--- config.mk ---
export PLATFORM = sky130hd
export DESIGN_NAME = pslic_judge
export DESIGN_NICKNAME = d
export VERILOG_FILES = /design/src/rtl/core/assert_macros.svh /design/src/rtl/core/pslic_pkg.sv /design/src/rtl/core/pslic_judge.sv
export SDC_FILE = /design/constraint.sdc
export NUM_CORES = 1
export LEC_CHECK = 0
export BUFFER_PORTS_ARGS = -buffer_cell sky130_fd_sc_hd__buf_2
export CAP_MARGIN = 15
export CORE_MARGIN = 4
export CORE_UTILIZATION = 58
export DETAILED_ROUTE_END_ITERATION = 16
export PLACE_DENSITY = 0.95
export SYNTH_ARGS = -nofsm -noshare
export SYNTH_HDL_FRONTEND = slang
export SYNTH_SLANG_ARGS = --single-unit
--- constraint.sdc ---
create_clock -name vclk -period 3.65
set_clock_uncertainty 0.15 [all_clocks]
set_input_delay 0.73 -clock vclk [all_inputs]
set_output_delay 0.73 -clock vclk [all_outputs]
set_load 0.005 [all_outputs]
--- src/rtl/core/assert_macros.svh ---
// Assertion macros shared by the RTL of the link sequence check.
// No dependencies; define ASSERT_OFF to compile the checks out.
`ifndef ASSERT_MACROS_SVH
`define ASSERT_MACROS_SVH
`ifndef ASSERT_OFF
// Property must hold at every clock edge outside reset
`define ASSERT_CLK(label, clk, rst_n, prop, msg) \
    label: assert property (@(posedge clk) disable iff (!rst_n) prop) else $error(msg);
// Expression must never be true outside reset
`define ASSERT_NEVER(label, clk, rst_n, expr, msg) \
    label: assert property (@(posedge clk) disable iff (!rst_n) !(expr)) else $error(msg);
`else
`define ASSERT_CLK(label, clk, rst_n, prop, msg)
`define ASSERT_NEVER(label, clk, rst_n, expr, msg)
`endif
`endif

--- src/rtl/core/pslic_pkg.sv ---
// Types and constants of the per-link sequence integrity check.
// No dependencies; imported by the top level and by pslic_judge.
`default_nettype none
package pslic_pkg;

    // Table geometry: one entry per virtual link
    localparam int LINK_COUNT = 4096;
    localparam int ADDR_W     = $clog2(LINK_COUNT);
    localparam int VL_W       = 12;
    localparam int SEQ_W      = 8;

    // Sequence numbers with a special meaning
    localparam logic [SEQ_W-1:0] SEQ_RESET = 8'd0;
    localparam logic [SEQ_W-1:0] SEQ_FIRST = 8'd1;
    localparam logic [SEQ_W-1:0] SEQ_SECOND = 8'd2;
    localparam logic [SEQ_W-1:0] SEQ_TOP  = 8'd255;
    localparam logic [SEQ_W-1:0] SEQ_NEAR = 8'd254;

    // Input word: one received frame header
    typedef struct packed {
        logic [VL_W-1:0]  vl_index;
        logic [SEQ_W-1:0] seq_num;
    } frame_t;

    // Result word: verdict on one frame
    typedef struct packed {
        logic             pass;
        logic [VL_W-1:0]  vl_out;
        logic [SEQ_W-1:0] seq_out;
    } verdict_t;

    // One table entry per link
    typedef struct packed {
        logic             seen;
        logic [SEQ_W-1:0] last_seq;
    } entry_t;

    localparam int ENTRY_W = $bits(entry_t);

endpackage
`default_nettype wire

--- src/rtl/core/pslic_judge.sv ---
// Sequence judgment: decides whether a frame number follows the stored link entry.
// Depends on pslic_pkg.
`default_nettype none
module pslic_judge (
    input  wire pslic_pkg::entry_t      entry,
    input  wire logic [pslic_pkg::SEQ_W-1:0] seq_num,
    output logic                        pass
);
    import pslic_pkg::*;

    logic [SEQ_W-1:0] next1;
    logic [SEQ_W-1:0] next2;

    // Expected successors, skipping zero on wrap
    always_comb
    begin
        if (entry.last_seq == SEQ_TOP)
        begin
            next1 = SEQ_FIRST;
            next2 = SEQ_SECOND;
        end
        else if (entry.last_seq == SEQ_NEAR)
        begin
            next1 = SEQ_TOP;
            next2 = SEQ_FIRST;
        end
        else
        begin
            next1 = entry.last_seq + SEQ_FIRST;
            next2 = entry.last_seq + SEQ_SECOND;
        end
    end

    // Verdict: first frame, sender reset, or one of two successors
    always_comb
    begin
        if (!entry.seen)
        begin
            pass = (seq_num == SEQ_RESET) || (seq_num == SEQ_FIRST);
        end
        else if ((entry.last_seq != SEQ_RESET) && (seq_num == SEQ_RESET))
        begin
            pass = 1'b1;
        end
        else
        begin
            pass = (seq_num == next1) || (seq_num == next2);
        end
    end

endmodule
`default_nettype wire
==> results.md <==
- Critical Path RT: 2.77 ns
- FMAX: 287.7 MHz
- Via/cell ratio: 6.800
- Initial antenna violation count: 0
- Synthesized netlist cell count: 120
- TritonRoute pass-1 iters: 5
- Buffers on Ports: 18
- Final min period: 3.476 ns
- Post-DRT Antenna Nets: 0
- Max cap viols: 0
- Synth Net Count: 141
- CLK BUF: 0
- Total gr overflow: 0
- Routed via count: 986
- ANT cells: 0
- First-pass GRT wire length: 3.705 mm
- Vias in the first global route: 821
- Std cell rows: 13
- Post-synth cell types: 44
- Slew HR: 76.90%
- WL/cell: 15.63 um
- Crit end category: output port
- Fin crit share: 95.22%
- Final Power: 0.00009281 W
- Die area: 2036 um2
- Area leader, netlist: xnor2_1
- Final WL: 2.266 mm
- Hold Vio Cnt, Final: 0
- Most common cell in the synthesized netlist: o21ai_0
- Initial Util: 61.44%
- Worst Tran Pin Value: 0.3440 ns
- Syn Area/Cell: 6.663 um2
- Hold Crit Class: in2out
- Post-layout nets: 153
- Leakage: 0.3375 nW
- Top cells by area, synth: xnor2_1 9.9%, xor2_1 8.8%, o21ai_0 6.9%
- Power per cell area: 108.0 nW/um2
- Hold buffers post-CTS: 0
- Yosys warning total: 0
- Startpoint types: input pin
- Post-CTS Setup Inserts: 0
- Synth top cells by count: 11 x o21ai_0, 10 x nand2_1, 9 x xnor2_1
- Dpl hpwl: 1.811 mm
- Register area share after synthesis: 0%
- Status: finished, final reports clean
- Unrepaired setup endpoints after global routing: false
- Top cell type's share of synthesized area: 9.859%
- Highest ir drop seen on vdd: 0.05131 mV
- Layout cell share with drive strength beyond 1: 17.69%
- Final setup viols: 0
- Post-Syn Area: 799.5 um2
- Final slew viol count: 0
- Register Area: 0 um2
- Placer congestion estimate: 1.031
- Die Span X: 45.13 um
- Detailed Route Iter0 Violations: 57
- Worst Path Max Fanout: 11
- Worst Path Class, Setup: in2out
- DRC viols: 0
- Area growth syn-to-layout: 7.512%
- Fillers: 126
- FFs & Latches: 0
- Core Box Area: 1301 um2
- Post-route setup TNS: 0 ns
- Critical Path AT: 2.60 ns
- Resized cells post-CTS: 0
- IO Count: 18
- Hold Crit Depth: 5
- Largest net degree at the start of global routing: 16
- Die Ht: 45.13 um
- GRT Total Usage: 23.46%
-- worst paths after layout --
kind | start | to
max | entry[2] | pass
min | entry[8] | pass
-- power by group --
part | internal [W] | leakage (nW) | switching, W
Clock | 0 | 0 | 0
Combinational | 0.0000385 | 0.338 | 0.0000543
Sequential | 0 | 0 | 0
-- cells by family after synthesis --
group / share of synthesized area [%]
xor+xnor: 18.62
mux: 1.252
simple gates: 32.55
buf+inv: 10.80
compound gates: 30.52
fa+ha+maj: 6.260
-- area by class of cell --
type | count | area [um2] | area share, %
Multi-Input combinational cell | 105 | 713.2 | 82.97
Timing Repair Buffer | 21 | 112.6 | 13.10
Tap cell | 15 | 18.77 | 2.183
Inverter | 4 | 15.01 | 1.747
-- worst max-delay path, stage by stage --
cell	delay, ns
buf_2	0.20
ha_1	0.36
nand3_1	0.13
xor2_1	0.17
nor2_1	0.13
xnor2_1	0.13
nand4_1	0.10
or4_1	0.40
o21ai_1	0.12
buf_2	0.12
-- cells in the final DEF, fill, tap and decap left out, types with 2 or more instances in the layout --
master    Yosys  final
xnor2_1       9      9
a311oi_1      2      2
and3_1        3      3
inv_1         4      4
a21oi_1       5      5
nor4_1        3      3
o211ai_1      2      2
nor2_1        7      7
ha_1          4      4
and2_1        2      2
xor2_1        8      8
o21ai_0      11     11
a31oi_1       3      3
buf_4         2      3
nand2_1      10     10
or2b_1        2      2
nand3_1       7      7
buf_2         3     18
nand4_1       5      5
a211oi_1      2      2
-- routing by layer --
layer  GRT usage (%)  vias up  routed length (um)
met2           40.96       60                1073
li1                -      470                   -
met1           33.41      448                 947
met3               0        8                 205
met5               0        -                   0
met4           1.754        0                  40
-- metrics by stage --
step | util (%) | hold WS [ns] | setup WS, ns | area [um2] | cells
6_report | 66.06 | 1.763 | 0.1744 | 859.6 | 145
5_1_grt | 66.06 | 1.803 | 0.0001663 | 859.6 | 145
3_5_place_dp | 66.06 | 1.766 | 0.1455 | 859.6 | 145
2_1_floorplan | - | 1.495 | 0.4690 | 799.5 | 120
4_1_cts | 66.06 | 1.767 | 0.1338 | 859.6 | 145
3_3_place_gp | 66.06 | 1.754 | 0.2327 | 859.6 | 145
No activity file was read; power rests on OpenSTA's default activity.
